**src/hw/rtl/aes128_pkg.sv**
```systemverilog
// shared types, constants and round functions for the aes-128 block
package aes128_pkg;

	localparam int BLOCK_W = 128;
	localparam int HALF_W = 64;
	localparam int NUM_ROUNDS = 10;
	localparam int QUEUE_DEPTH = 2;
	localparam int ADDR_W = 5;

	localparam logic [ADDR_W-1:0] REG_KEY_HIGH = 5'h00;
	localparam logic [ADDR_W-1:0] REG_KEY_LOW = 5'h08;
	localparam logic [ADDR_W-1:0] REG_DECRYPT_MODE = 5'h10;

	typedef logic [BLOCK_W-1:0] block_t;

	typedef struct packed {
		logic   decrypt;
		block_t data;
	} job_t;

	function automatic logic [7:0] fwd_sbox(input logic [7:0] a);
		logic [7:0] tbl [0:255];
		tbl = '{
		8'h63,8'h7C,8'h77,8'h7B,8'hF2,8'h6B,8'h6F,8'hC5,8'h30,8'h01,8'h67,8'h2B,8'hFE,8'hD7,8'hAB,8'h76,
		8'hCA,8'h82,8'hC9,8'h7D,8'hFA,8'h59,8'h47,8'hF0,8'hAD,8'hD4,8'hA2,8'hAF,8'h9C,8'hA4,8'h72,8'hC0,
		8'hB7,8'hFD,8'h93,8'h26,8'h36,8'h3F,8'hF7,8'hCC,8'h34,8'hA5,8'hE5,8'hF1,8'h71,8'hD8,8'h31,8'h15,
		8'h04,8'hC7,8'h23,8'hC3,8'h18,8'h96,8'h05,8'h9A,8'h07,8'h12,8'h80,8'hE2,8'hEB,8'h27,8'hB2,8'h75,
		8'h09,8'h83,8'h2C,8'h1A,8'h1B,8'h6E,8'h5A,8'hA0,8'h52,8'h3B,8'hD6,8'hB3,8'h29,8'hE3,8'h2F,8'h84,
		8'h53,8'hD1,8'h00,8'hED,8'h20,8'hFC,8'hB1,8'h5B,8'h6A,8'hCB,8'hBE,8'h39,8'h4A,8'h4C,8'h58,8'hCF,
		8'hD0,8'hEF,8'hAA,8'hFB,8'h43,8'h4D,8'h33,8'h85,8'h45,8'hF9,8'h02,8'h7F,8'h50,8'h3C,8'h9F,8'hA8,
		8'h51,8'hA3,8'h40,8'h8F,8'h92,8'h9D,8'h38,8'hF5,8'hBC,8'hB6,8'hDA,8'h21,8'h10,8'hFF,8'hF3,8'hD2,
		8'hCD,8'h0C,8'h13,8'hEC,8'h5F,8'h97,8'h44,8'h17,8'hC4,8'hA7,8'h7E,8'h3D,8'h64,8'h5D,8'h19,8'h73,
		8'h60,8'h81,8'h4F,8'hDC,8'h22,8'h2A,8'h90,8'h88,8'h46,8'hEE,8'hB8,8'h14,8'hDE,8'h5E,8'h0B,8'hDB,
		8'hE0,8'h32,8'h3A,8'h0A,8'h49,8'h06,8'h24,8'h5C,8'hC2,8'hD3,8'hAC,8'h62,8'h91,8'h95,8'hE4,8'h79,
		8'hE7,8'hC8,8'h37,8'h6D,8'h8D,8'hD5,8'h4E,8'hA9,8'h6C,8'h56,8'hF4,8'hEA,8'h65,8'h7A,8'hAE,8'h08,
		8'hBA,8'h78,8'h25,8'h2E,8'h1C,8'hA6,8'hB4,8'hC6,8'hE8,8'hDD,8'h74,8'h1F,8'h4B,8'hBD,8'h8B,8'h8A,
		8'h70,8'h3E,8'hB5,8'h66,8'h48,8'h03,8'hF6,8'h0E,8'h61,8'h35,8'h57,8'hB9,8'h86,8'hC1,8'h1D,8'h9E,
		8'hE1,8'hF8,8'h98,8'h11,8'h69,8'hD9,8'h8E,8'h94,8'h9B,8'h1E,8'h87,8'hE9,8'hCE,8'h55,8'h28,8'hDF,
		8'h8C,8'hA1,8'h89,8'h0D,8'hBF,8'hE6,8'h42,8'h68,8'h41,8'h99,8'h2D,8'h0F,8'hB0,8'h54,8'hBB,8'h16};
		return tbl[a];
	endfunction

	function automatic logic [7:0] inv_sbox(input logic [7:0] a);
		logic [7:0] tbl [0:255];
		tbl = '{
		8'h52,8'h09,8'h6A,8'hD5,8'h30,8'h36,8'hA5,8'h38,8'hBF,8'h40,8'hA3,8'h9E,8'h81,8'hF3,8'hD7,8'hFB,
		8'h7C,8'hE3,8'h39,8'h82,8'h9B,8'h2F,8'hFF,8'h87,8'h34,8'h8E,8'h43,8'h44,8'hC4,8'hDE,8'hE9,8'hCB,
		8'h54,8'h7B,8'h94,8'h32,8'hA6,8'hC2,8'h23,8'h3D,8'hEE,8'h4C,8'h95,8'h0B,8'h42,8'hFA,8'hC3,8'h4E,
		8'h08,8'h2E,8'hA1,8'h66,8'h28,8'hD9,8'h24,8'hB2,8'h76,8'h5B,8'hA2,8'h49,8'h6D,8'h8B,8'hD1,8'h25,
		8'h72,8'hF8,8'hF6,8'h64,8'h86,8'h68,8'h98,8'h16,8'hD4,8'hA4,8'h5C,8'hCC,8'h5D,8'h65,8'hB6,8'h92,
		8'h6C,8'h70,8'h48,8'h50,8'hFD,8'hED,8'hB9,8'hDA,8'h5E,8'h15,8'h46,8'h57,8'hA7,8'h8D,8'h9D,8'h84,
		8'h90,8'hD8,8'hAB,8'h00,8'h8C,8'hBC,8'hD3,8'h0A,8'hF7,8'hE4,8'h58,8'h05,8'hB8,8'hB3,8'h45,8'h06,
		8'hD0,8'h2C,8'h1E,8'h8F,8'hCA,8'h3F,8'h0F,8'h02,8'hC1,8'hAF,8'hBD,8'h03,8'h01,8'h13,8'h8A,8'h6B,
		8'h3A,8'h91,8'h11,8'h41,8'h4F,8'h67,8'hDC,8'hEA,8'h97,8'hF2,8'hCF,8'hCE,8'hF0,8'hB4,8'hE6,8'h73,
		8'h96,8'hAC,8'h74,8'h22,8'hE7,8'hAD,8'h35,8'h85,8'hE2,8'hF9,8'h37,8'hE8,8'h1C,8'h75,8'hDF,8'h6E,
		8'h47,8'hF1,8'h1A,8'h71,8'h1D,8'h29,8'hC5,8'h89,8'h6F,8'hB7,8'h62,8'h0E,8'hAA,8'h18,8'hBE,8'h1B,
		8'hFC,8'h56,8'h3E,8'h4B,8'hC6,8'hD2,8'h79,8'h20,8'h9A,8'hDB,8'hC0,8'hFE,8'h78,8'hCD,8'h5A,8'hF4,
		8'h1F,8'hDD,8'hA8,8'h33,8'h88,8'h07,8'hC7,8'h31,8'hB1,8'h12,8'h10,8'h59,8'h27,8'h80,8'hEC,8'h5F,
		8'h60,8'h51,8'h7F,8'hA9,8'h19,8'hB5,8'h4A,8'h0D,8'h2D,8'hE5,8'h7A,8'h9F,8'h93,8'hC9,8'h9C,8'hEF,
		8'hA0,8'hE0,8'h3B,8'h4D,8'hAE,8'h2A,8'hF5,8'hB0,8'hC8,8'hEB,8'hBB,8'h3C,8'h83,8'h53,8'h99,8'h61,
		8'h17,8'h2B,8'h04,8'h7E,8'hBA,8'h77,8'hD6,8'h26,8'hE1,8'h69,8'h14,8'h63,8'h55,8'h21,8'h0C,8'h7D};
		return tbl[a];
	endfunction

	function automatic logic [7:0] rcon(input logic [3:0] r);
		logic [7:0] v;
		case (r)
			4'd1: v = 8'h01;
			4'd2: v = 8'h02;
			4'd3: v = 8'h04;
			4'd4: v = 8'h08;
			4'd5: v = 8'h10;
			4'd6: v = 8'h20;
			4'd7: v = 8'h40;
			4'd8: v = 8'h80;
			4'd9: v = 8'h1b;
			4'd10: v = 8'h36;
			default: v = 8'h00;
		endcase
		return v;
	endfunction

	// multiply by x in gf(2^8)
	function automatic logic [7:0] xt(input logic [7:0] a);
		return {a[6:0], 1'b0} ^ (a[7] ? 8'h1b : 8'h00);
	endfunction

	// byte n of a block sits at bits 127-8n
	function automatic logic [7:0] byte_of(input block_t b, input int n);
		return b[BLOCK_W-1-8*n -: 8];
	endfunction

	function automatic block_t sub_shift(input block_t s, input logic inverse);
		block_t t;
		for (int c = 0; c < 4; c++) begin
			for (int r = 0; r < 4; r++) begin
				if (inverse)
					t[BLOCK_W-1-8*(r+4*((c+r)%4)) -: 8] = inv_sbox(byte_of(s, r+4*c));
				else
					t[BLOCK_W-1-8*(r+4*c) -: 8] = fwd_sbox(byte_of(s, r+4*((c+r)%4)));
			end
		end
		return t;
	endfunction

	function automatic block_t mix_fwd(input block_t s);
		block_t t;
		logic [7:0] a [4];
		for (int c = 0; c < 4; c++) begin
			for (int r = 0; r < 4; r++) a[r] = byte_of(s, 4*c+r);
			for (int r = 0; r < 4; r++)
				t[BLOCK_W-1-8*(4*c+r) -: 8] = xt(a[r]) ^ xt(a[(r+1)%4]) ^ a[(r+1)%4]
					^ a[(r+2)%4] ^ a[(r+3)%4];
		end
		return t;
	endfunction

	function automatic block_t mix_inv(input block_t s);
		block_t t;
		logic [7:0] a [4];
		logic [7:0] x2 [4];
		logic [7:0] x4 [4];
		logic [7:0] x8 [4];
		for (int c = 0; c < 4; c++) begin
			for (int r = 0; r < 4; r++) begin
				a[r] = byte_of(s, 4*c+r);
				x2[r] = xt(a[r]);
				x4[r] = xt(x2[r]);
				x8[r] = xt(x4[r]);
			end
			// 14, 11, 13, 9
			for (int r = 0; r < 4; r++)
				t[BLOCK_W-1-8*(4*c+r) -: 8] =
					(x8[r] ^ x4[r] ^ x2[r])
					^ (x8[(r+1)%4] ^ x2[(r+1)%4] ^ a[(r+1)%4])
					^ (x8[(r+2)%4] ^ x4[(r+2)%4] ^ a[(r+2)%4])
					^ (x8[(r+3)%4] ^ a[(r+3)%4]);
		end
		return t;
	endfunction

	// one step of the key schedule: round key r-1 to round key r
	function automatic block_t key_step(input block_t k, input logic [3:0] r);
		logic [31:0] w0, w1, w2, w3, t;
		w0 = k[127:96];
		w1 = k[95:64];
		w2 = k[63:32];
		w3 = k[31:0];
		t = {fwd_sbox(w3[23:16]), fwd_sbox(w3[15:8]), fwd_sbox(w3[7:0]), fwd_sbox(w3[31:24])};
		t = t ^ {rcon(r), 24'h0};
		w0 = w0 ^ t;
		w1 = w1 ^ w0;
		w2 = w2 ^ w1;
		w3 = w3 ^ w2;
		return {w0, w1, w2, w3};
	endfunction

endpackage

```
**src/hw/rtl/aes128_if.sv**
```systemverilog
// valid/ready channel carrying one 128-bit block as two halves
interface aes128_if;
	logic        valid;
	logic        ready;
	logic [63:0] block_high;
	logic [63:0] block_low;
	modport source (output valid, output block_high, output block_low, input ready);
	modport sink (input valid, input block_high, input block_low, output ready);
endinterface


```
**src/hw/rtl/aes128_front.sv**
```systemverilog
// input stage and short queue of tagged blocks
module aes128_front (
	input  logic clk,
	input  logic arst_n,
	aes128_if.sink in,
	input  logic decrypt,
	input  logic keys_ok,
	input  logic take,
	output logic avail,
	output aes128_pkg::job_t head
);
	import aes128_pkg::*;

	job_t mem_q [QUEUE_DEPTH];
	logic wp_q, rp_q;
	logic [1:0] cnt_q;
	logic push, pop;

	assign in.ready = (cnt_q != 2'(QUEUE_DEPTH)) && keys_ok;
	assign push = in.valid && in.ready;
	assign avail = (cnt_q != 2'd0);
	assign pop = take && avail;
	assign head = mem_q[rp_q];

	always_ff @(posedge clk) begin
		if (push) mem_q[wp_q] <= '{decrypt: decrypt, data: {in.block_high, in.block_low}};
	end

	always_ff @(posedge clk or negedge arst_n) begin
		if (!arst_n) begin
			wp_q <= 1'b0;
			rp_q <= 1'b0;
			cnt_q <= '0;
		end else begin
			if (push) wp_q <= ~wp_q;
			if (pop) rp_q <= ~rp_q;
			cnt_q <= cnt_q + 2'(push) - 2'(pop);
		end
	end
endmodule

```
**src/flat_wrapper.sv**
```systemverilog
// flat-port wrapper written by rule: the top's interface ports become plain ports
module aes128_front_flat import aes128_pkg::*;
  (clk, arst_n, decrypt, keys_ok, take, avail, head, in_valid, in_block_high, in_block_low, in_ready);
  aes128_if in_i ();
  input  logic clk;
  input  logic arst_n;
  input  logic decrypt;
  input  logic keys_ok;
  input  logic take;
  output logic avail;
  output aes128_pkg::job_t head;
  input wire logic [$bits(in_i.valid)-1:0] in_valid;
  input wire logic [$bits(in_i.block_high)-1:0] in_block_high;
  input wire logic [$bits(in_i.block_low)-1:0] in_block_low;
  output wire logic [$bits(in_i.ready)-1:0] in_ready;
  assign in_i.valid = in_valid;
  assign in_i.block_high = in_block_high;
  assign in_i.block_low = in_block_low;
  assign in_ready = in_i.ready;
  aes128_front u_core (.clk(clk), .arst_n(arst_n), .in(in_i), .decrypt(decrypt), .keys_ok(keys_ok), .take(take), .avail(avail), .head(head));
endmodule
```
**config.mk**
```make
export PLATFORM = sky130hd
export DESIGN_NAME = aes128_front_flat
export DESIGN_NICKNAME = d
export VERILOG_FILES = /design/src/hw/rtl/aes128_pkg.sv /design/src/hw/rtl/aes128_if.sv /design/src/hw/rtl/aes128_front.sv /design/src/flat_wrapper.sv
export SDC_FILE = /design/constraint.sdc
export NUM_CORES = 1
export LEC_CHECK = 0
export BUFFER_PORTS_ARGS = -buffer_cell sky130_fd_sc_hd__buf_2
export CORE_MARGIN = 5
export CORE_UTILIZATION = 35
export DETAILED_ROUTE_END_ITERATION = 10
export PLACE_DENSITY = 0.65
export RECOVER_POWER = 25
export SLEW_MARGIN = 20
export SYNTH_ARGS = -nofsm -noshare
export SYNTH_HDL_FRONTEND = slang
export SYNTH_SLANG_ARGS = --single-unit
```
**constraint.sdc**
```tcl
create_clock -name clk -period 8.3 [get_ports clk]
set_input_delay 1.245 -clock clk [delete_from_list [all_inputs] [get_ports clk]]
set_output_delay 1.245 -clock clk [all_outputs]
set_load 0.01 [all_outputs]
```
==> results.py, run 1 <==
metrics = {
    "outcome": {
        "status": "complete, no violations",
    },
    "clock_tree": {
        "cts_root_buf": "clkbuf_16",
        "path_clk_slew_ns": 0.06,
        "cts.htree.levels": 1,
        "cts_made_buffers": 27,
        "clk_latency_ns": 0.52,
        "cts_tree": "yes",
        "ctsHoldBuffers": 0,
        "post_cts_buffers": 0,
        "post_cts_resized": 0,
        "clockBufferDepth": 3,
        "cts_num_sinks": 262,
    },
    "power_and_ir_drop": {
        "leakagePower_nw": 4.37,
        "ir_drop_uv": 202,
        "power.density_nw_per_um2": 316,
    },
    "floorplan": {
        "start_util_pct": 35.5,
        "core_um2": 26900,
        "die_y_um": 175,
        "die_w_um": 175,
        "dieArea_um2": 30700,
        "rows": 60,
        "pin_count": 265,
    },
    "critical_path": {
        "crit_chain": "buf_4, mux2_2, buf_2",
        "critPathTopFamily": "flip-flops",
        "crit_buf_inv": 2,
        "cp_slowest_stage_delay_ns": 1.02,
        "slowest_stage": "dfrtp_4",
        "path_max_fanout": 71,
        "crit_arrival_ns": 2.99,
        "crit_required_ns": 7.05,
        "endpoint_kind": "output pin",
        "critPathKind": "flop to output pin",
        "worst_setup_path_start_kind": "flop",
    },
    "layout": {
        "drive_above_1_share_pct": 57.7,
        "fin_nets": 839,
        "ff_latch_area_um2": 7850,
        "syn_to_final_growth_pct": 25.9,
        "fill_cells": 2393,
        "multiInputGateArea_um2": 1570,
        "final_common_cell": "edfxtp_1",
        "most-common-layout-cells": "edfxtp_1 (258), buf_2 (241), mux2_2 (129)",
        "final_area_um2": 12000,
    },
    "synth": {
        "synth_top_family_by_area": "multiplexers",
        "synthMuxAreaShare_pct": 15.2,
        "syn_inst": 420,
        "syn_avg_cell_area_um2": 22.7,
        "ys_ff_latch": 262,
        "yosysWarningCount": 0,
        "yosys.area_share.adder_pct": 0.262,
        "syn_nets": 556,
        "synth_compound_area_share_pct": 0,
        "yosysSeqAreaShare_pct": 82.2,
        "mappedNetlistArea_um2": 9550,
        "synthSimpleGateAreaFrac_pct": 0.459,
        "synth.distinct_cells": 15,
        "synth-xor-area-share_pct": 0.367,
    },
    "route": {
        "drt_pass1_iterations": 4,
        "drt-wirelength-per-cell_um": 17.4,
        "drcViolationCount": 0,
        "drt-total-wl_um": 18600,
        "drtIter0Drc": 232,
        "via_per_inst": 4.46,
        "final_antenna_net_count": 0,
        "vias": 4746,
    },
    "global_routing": {
        "grt_pass1_vias": 5068,
        "grt_pass1_wl_um": 28000,
        "antenna_found_initial": 1,
        "grt_max_degree": 74,
        "grt.overflow.total": 0,
        "grt_usage_pct": 11.5,
    },
    "place": {
        "dp_hpwl_um": 12200,
        "routabilityCongestion": 0.697,
        "dpl_cell_area_um2": 11200,
        "place.port_buffers": 264,
    },
    "timing": {
        "fin_hold_ws_ns": 0.507,
        "final-setup-viol-count": 0,
        "rsz0062_at_grt": "false",
        "tightestPinTransition_ns": 1.01,
        "min_period_over_period_pct": 51.0,
        "finalMaxSlewViolations": 0,
        "fin_crit_ns": 4.23,
        "fin_tns_setup_ns": 0,
        "max_freq_mhz": 236,
        "hold_violations": 0,
        "timing.slew.headroom_pct": 32.5,
        "fin_skew_ns": 0.0133,
    },
    "run": {
        "drv_cap": 0,
    },
    "hold_path": {
        "hp-class": "flop to flop",
    },
}
==> per-stage QoR <==
stage                     setup WS [ns]  util [%]  std cells  power (mW)
after floorplan                   0.534         -        420        2.40
after global placement             4.52      41.7       1015        2.71
after detailed placement           4.50      41.7       1015        2.72
after CTS                          3.93      44.8       1064        3.87
after global routing               3.88      44.7       1064        3.99
final                              4.07      44.7       1065        3.79
==> cells in the mapped netlist, drive strengths merged <==
cell type | count | area share [%]
inv | 2 | 0.079
and3 | 1 | 0.066
edfxtp | 258 | 81
xor2 | 2 | 0.18
nor2b | 1 | 0.066
dfrtp | 4 | 1.0
buf | 14 | 1.4
and2 | 3 | 0.20
xnor2 | 2 | 0.18
nand2b | 1 | 0.066
mux2 | 129 | 15
ha | 2 | 0.26
or2 | 1 | 0.066
==> kinds of logic after synthesis <==
logic type | count (synthesis)
buf+inv | 16
xor+xnor | 4
fa+ha+maj | 2
mux | 129
simple gates | 7
flops | 262
==> final timing paths <==
kind	endpoint	slack (ns)	from	cells after the start
setup / recovery	head[73]	4.07	u_core.rp_q	3
hold / removal	u_core.cnt_q[1]	0.51	u_core.cnt_q[1]	1
setup reg to reg	u_core.mem_q[1][106]	5.46	u_core.cnt_q[1]	4
hold reg to reg	u_core.cnt_q[1]	0.51	u_core.cnt_q[1]	1
max in group asynchronous	u_core.rp_q	7.53	arst_n	1
min in group asynchronous	u_core.cnt_q[0]	0.55	arst_n	1
==> cell type report <==
type | count | area share, %
Sequential cell | 262 | 65.3
Timing Repair Buffer | 268 | 11.0
Clock buffer | 33 | 5.81
Antenna cell | 1 | 0.0208
Clock inverter | 16 | 1.20
Multi-Input combinational cell | 142 | 13.0
Tap cell | 341 | 3.55
Inverter | 2 | 0.0625
==> flip-flops by register name, indices dropped and copies added (netlist names) <==
signal        flops
u_core.cnt_q      2
u_core.wp_q       1
u_core.rp_q       1
u_core.mem_q    258
==> report_power, final <==
part / internal, mW / leakage (nW) / total [mW] / switching, mW
Clock: 0.661 / 0.403 / 1.13 / 0.474
Combinational: 0.452 / 1.57 / 0.909 / 0.456
Sequential: 1.65 / 2.40 / 1.75 / 0.102
Total: 2.76 / 4.37 / 3.79 / 1.03
==> layer usage <==
metal | track usage, % | share of wire, % | up-vias
met5 | 0 | 0.070 | -
met4 | 2.95 | 2.4 | 2
met3 | 4.39 | 9.8 | 26
met2 | 19.4 | 48 | 188
met1 | 13.9 | 40 | 2290
li1 | - | - | 2240
==> worst reg2reg max path: cells and delay by family (launching register included) <==
family / cells / cell delay [ns]
flops: 1 / 0.40
buf+inv: 1 / 0.91
simple gates: 3 / 1.09
No activity file was read; power rests on OpenSTA's default activity.
==> run 2, diff against run 1 <==
--- a/config.mk
+++ b/config.mk
@@ -9,7 +9,7 @@
 export CORE_MARGIN = 5
 export CORE_UTILIZATION = 35
 export DETAILED_ROUTE_END_ITERATION = 10
-export PLACE_DENSITY = 0.65
+export PLACE_DENSITY = 0.67
 export RECOVER_POWER = 25
 export SLEW_MARGIN = 20
 export SYNTH_ARGS = -nofsm -noshare
==> constraint.sdc (replaced) <==
create_clock -name clk -period 3.6 [get_ports clk]
set_input_delay 0.54 -clock clk [delete_from_list [all_inputs] [get_ports clk]]
set_output_delay 0.54 -clock clk [all_outputs]
set_load 0.01 [all_outputs]
==> results.py, run 2 (same netlist as run 1, synthesis figures left out) <==
metrics = {
    "timing": {
        "finalMaxSlewViolations": 0,
        "rsz0062_at_grt": "false",
        "fin_crit_ns": 2.47,
        "tightestPinTransition_ns": 0.729,
        "min_period_over_period_pct": 68.6,
        "final-setup-viol-count": 0,
        "fin_skew_ns": 0.0110,
        "hold_violations": 0,
        "max_freq_mhz": 405,
        "fin_tns_setup_ns": 0,
        "timing.slew.headroom_pct": 51.4,
    },
    "power_and_ir_drop": {
        "switching_power_mw": 2.35,
        "ir_drop_uv": 389,
        "clockPowerShare_pct": 29.2,
        "power.density_nw_per_um2": 727,
        "combPwrFrac_pct": 26.5,
        "leakagePower_nw": 4.35,
        "p_int_mw": 6.40,
        "swShare_pct": 26.9,
        "p_seq_share_pct": 44.3,
    },
    "critical_path": {
        "path_max_fanout": 77,
        "startpoint": "u_core.rp_q",
        "critPathKind": "flop to output pin",
        "ff2ff_path_depth": 4,
        "crit_required_ns": 3.06,
        "rr_endpoint": "u_core.mem_q[1][14]",
        "crit_arrival_ns": 1.93,
        "worstReg2RegStart": "u_core.cnt_q[1]",
        "crit_chain": "buf_12, mux2_2, buf_2",
        "slowest_stage": "dfrtp_4",
        "worst_setup_path_start_kind": "flop",
        "r2r_setup_slack_ns": 1.58,
        "cp_slowest_stage_delay_ns": 0.44,
        "endpoint_kind": "output pin",
    },
    "place": {
        "dp_hpwl_um": 12100,
        "place.port_buffers": 264,
        "dpl_cell_area_um2": 11300,
        "dp.cells": 1017,
        "routabilityCongestion": 0.745,
    },
    "clock_tree": {
        "cts_made_buffers": 27,
        "cts_root_buf": "clkbuf_16",
        "post_cts_buffers": 0,
        "cts_tree": "yes",
        "cts_num_sinks": 262,
        "clockBufferDepth": 3,
        "path_clk_slew_ns": 0.06,
        "clk_latency_ns": 0.52,
        "cts.htree.levels": 1,
    },
    "layout": {
        "antennaDiodeCount": 0,
        "regMostFlops": "u_core.mem_q",
        "syn_to_final_growth_pct": 26.2,
        "reg_top3": "u_core.mem_q (258), u_core.cnt_q (2)",
        "fin_cells": 1065,
        "final_util_pct": 44.8,
        "fin_nets": 842,
        "most-common-layout-cells": "edfxtp_1 (258), buf_2 (224), mux2_2 (129)",
        "largest_reg_flops": 258,
        "drive_above_1_share_pct": 54.8,
        "final_area_um2": 12100,
        "final_common_cell": "edfxtp_1",
    },
    "route": {
        "drt-wirelength-per-cell_um": 17.4,
        "final_antenna_net_count": 0,
        "vias": 4785,
        "drtIter0Drc": 218,
        "drt-total-wl_um": 18500,
        "drcViolationCount": 0,
        "drt_pass1_iterations": 6,
        "via_per_inst": 4.49,
    },
    "global_routing": {
        "grt_pass1_wl_um": 28400,
        "grt_usage_pct": 11.5,
        "grt_max_degree": 78,
        "grt.overflow.total": 0,
        "antenna_found_initial": 0,
        "grt_pass1_vias": 5219,
    },
    "hold_path": {
        "hp-class": "input port to flop",
        "hp-start": "in_block_low[23]",
        "whs_path_depth": 1,
        "min_to": "u_core.mem_q[0][23]",
    },
    "floorplan": {
        "start_util_pct": 35.5,
        "rows": 60,
        "core_um2": 26900,
        "die_w_um": 175,
        "die_y_um": 175,
        "pin_count": 265,
        "dieArea_um2": 30700,
    },
    "run": {
        "drv_cap": 0,
    },
    "outcome": {
        "status": "complete, no violations",
    },
}
-- run 2: timing repair --
item / 4_1_cts / 5_1_grt
hold buffers: 1 / 0
gates resized for setup: 0 / 0
endpoints found under the hold margin: 4 / 0
-- run 2: worst max path at each step --
| stage | endpoint | slack [ns] | depth (start not counted) |
|---|---|---|---|
| floorplan | u_core.mem_q[0][0] | 0.44 | 2 |
| global placement | u_core.mem_q[1][100] | 1.43 | 4 |
| detailed placement | u_core.mem_q[1][44] | 1.41 | 4 |
| CTS | head[80] | 1.10 | 3 |
| global route | head[94] | 1.06 | 3 |
| finish | head[96] | 1.13 | 3 |
-- run 2: layout make-up --
type / instances / area [um^2]
inverters: 2 / 7.51
flip-flops and latches: 262 / 7850
well taps: 341 / 427
multi-input cells: 142 / 1570
clock buffers: 38 / 717
clock inverters: 9 / 92.6
fillers: 2389 / 14800
repair buffers: 271 / 1390
-- run 2: power by group through the flow --
stage	combinational (mW)	clock, mW	sequential [mW]
floorplan	1.56	0	3.94
global placement	2.38	0	3.93
detailed placement	2.38	0	3.95
CTS	2.40	2.64	3.89
global route	2.51	2.79	3.91
finish	2.32	2.56	3.88
-- run 2: through the flow --
stage / worst slack [ns] / power (mW) / hold slack (ns)
4_1_cts: 1.10 / 8.92 / 0.170
2_1_floorplan: 0.437 / 5.49 / 0.244
3_5_place_dp: 1.41 / 6.33 / 0.354
6_report: 1.13 / 8.76 / 0.209
3_3_place_gp: 1.43 / 6.31 / 0.355
5_1_grt: 1.06 / 9.21 / 0.173
-- run 2: worst max-delay path, delay by kind of cell (launching register included) --
family	cells	cell delay, ns
mux	1	0.40
flops	1	0.44
buf+inv	2	0.46
-- run 2: routing by layer --
metal / GRT usage [%] / routed length (um)
met5: 0 / 0
met4: 2.78 / 318
met3: 4.80 / 1960
met2: 20.0 / 9230
met1: 13.1 / 7030
==> run 3, diff against run 2 <==
==> constraint.sdc (replaced) <==
create_clock -name clk -period 2.1 [get_ports clk]
set_input_delay 0.315 -clock clk [delete_from_list [all_inputs] [get_ports clk]]
set_output_delay 0.315 -clock clk [all_outputs]
set_load 0.01 [all_outputs]
==> results.py, run 3 (same netlist as run 1, synthesis figures left out) <==
metrics = {
    "outcome": {
        "status": "finished with violations",
        "violations": "negative setup slack",
    },
    "layout": {
        "most-common-layout-cells": "edfxtp_1 (258), buf_2 (156), dlygate4sd3_1 (130)",
        "antennaDiodeCount": 0,
        "final_common_cell": "edfxtp_1",
        "fin_nets": 994,
        "fin_cells": 1219,
        "final_area_um2": 14300,
        "ff_latch_area_um2": 7850,
        "fill_cells": 2145,
        "syn_to_final_growth_pct": 49.6,
        "drive_above_1_share_pct": 48.1,
        "reg_top3": "u_core.mem_q (258), u_core.cnt_q (2)",
        "regMostFlops": "u_core.mem_q",
        "largest_reg_flops": 258,
        "multiInputGateArea_um2": 1650,
    },
    "clock_tree": {
        "path_clk_slew_ns": 0.06,
        "cts_root_buf": "clkbuf_16",
        "clockBufferDepth": 3,
        "cts.htree.levels": 1,
        "cts_num_sinks": 262,
        "clk_latency_ns": 0.53,
        "cts_made_buffers": 27,
        "cts_tree": "yes",
    },
    "timing": {
        "rsz0062_at_grt": "true",
        "finalMaxSlewViolations": 0,
        "fin_crit_ns": 2.18,
        "fin_skew_ns": 0.0228,
        "fin_ws_ns": -0.0806,
        "max_freq_mhz": 459,
        "hold_violations": 0,
        "timing.slew.headroom_pct": 78.7,
        "min_period_over_period_pct": 104,
        "final-setup-viol-count": 84,
        "tightestPinTransition_ns": 0.319,
        "fin_hold_ws_ns": 0.127,
    },
    "global_routing": {
        "groute.layer.met2.usage_pct": 22.8,
        "grt_pass1_vias": 5948,
        "antenna_found_initial": 0,
        "grt.overflow.total": 0,
        "globalRouteMet3Util_pct": 3.89,
        "grt_max_degree": 48,
        "met1_usage_pct": 14.4,
        "grt_usage_pct": 12.7,
        "grt_pass1_wl_um": 31500,
        "top_usage_layer": "met2",
    },
    "route": {
        "drt-wirelength-per-cell_um": 18.1,
        "drcViolationCount": 0,
        "drt_pass1_iterations": 4,
        "via_per_inst": 4.47,
        "final_antenna_net_count": 0,
        "drt-total-wl_um": 22100,
        "drtIter0Drc": 242,
        "vias": 5453,
    },
    "power_and_ir_drop": {
        "leakagePower_nw": 5.32,
        "clockPowerShare_pct": 25.6,
        "p_seq_share_pct": 39.6,
        "power.total_mw": 16.9,
        "switching_power_mw": 4.62,
        "combPwrFrac_pct": 34.8,
        "power.density_nw_per_um2": 1180,
        "p_int_mw": 12.3,
        "ir_drop_uv": 711,
        "swShare_pct": 27.4,
    },
    "critical_path": {
        "slowest_stage": "dfrtp_4",
        "crit_required_ns": 1.78,
        "worst_setup_path_start_kind": "flop",
        "path_max_fanout": 11,
        "crit_chain": "buf_12, buf_12, mux2_4, buf_2",
        "cp_slowest_stage_delay_ns": 0.55,
        "crit_arrival_ns": 1.87,
        "ff2ff_path_depth": 7,
        "path_common_cell": "buf_12",
        "endpoint_kind": "output pin",
        "critPathKind": "flop to output pin",
    },
    "floorplan": {
        "core_um2": 26900,
        "dieArea_um2": 30700,
        "start_util_pct": 35.5,
        "die_y_um": 175,
        "pin_count": 265,
        "rows": 60,
        "die_w_um": 175,
    },
    "place": {
        "routabilityCongestion": 0.693,
        "detailedPlace.worstSlack_ns": 0.304,
        "place.port_buffers": 264,
        "dp_hpwl_um": 13100,
        "dp.cells": 1025,
        "dpl_cell_area_um2": 11400,
    },
    "hold_path": {
        "hp-class": "input port to flop",
        "whs_path_depth": 3,
    },
    "run": {
        "drv_cap": 0,
    },
}
## run 3: cell count changes in the layout (fill, tap and decap cells not counted), sizes merged, moves of 2 or more
cell         previous run  this run
dlygate4sd3             1       130
buf                   230       247
clkinv                  7        14
clkinvlp                0         2
## run 3: critical path: cells and delay by family (launching register included)
family,cells,cell delay [ns]
buf+inv,3,0.48
mux,1,0.30
flops,1,0.55
## run 3: metrics by stage
step	utilization [%]	setup TNS [ns]
2_1_floorplan	-	-196.56
3_3_place_gp	42.4	0
3_5_place_dp	42.4	0
4_1_cts	50.9	-12.09
5_1_grt	53.1	-11.17
6_report	53.1	-3.79
## run 3: final cells by class
cell class                      instances  share of cell area [%]
Clock buffer                           31                    4.84
Sequential cell                       262                    55.0
Multi-Input combinational cell        142                    11.6
Tap cell                              341                    2.99
Timing Repair Buffer                  423                    24.8
Clock inverter                         18                   0.780
Inverter                                2                  0.0526
## run 3: timing repair
item                       4_1_cts  5_1_grt
setup buffers                    3        3
cloned                           0       10
hold buffers                   130        0
hold endpoints to repair       262        0
setup endpoints to repair      120      129
gates resized for setup         22      106
## run 3: power groups by stage
stage	registers, mW	logic [mW]	clock network (mW)
2_1_floorplan	6.75	2.67	0
3_3_place_gp	6.78	4.13	0
3_5_place_dp	6.82	4.15	0
4_1_cts	6.68	4.68	4.44
5_1_grt	6.74	6.25	4.67
6_report	6.68	5.87	4.32
## run 3: final timing paths
path | startpoint | slack [ns] | to
max | u_core.rp_q | -0.08 | head[11]
min | take | 0.13 | u_core.rp_q
min in group asynchronous | arst_n | 0.20 | u_core.cnt_q[0]
max reg2reg | u_core.cnt_q[1] | 0.28 | u_core.cnt_q[1]
max in group asynchronous | arst_n | 1.68 | u_core.rp_q
min reg2reg | u_core.cnt_q[1] | 0.50 | u_core.cnt_q[1]
## run 3: metal layers
metal / routed length [um] / vias up
li1: - / 2558
met1: 8330 / 2675
met2: 11500 / 178
met3: 1620 / 42
met4: 569 / 0
met5: 0 / -
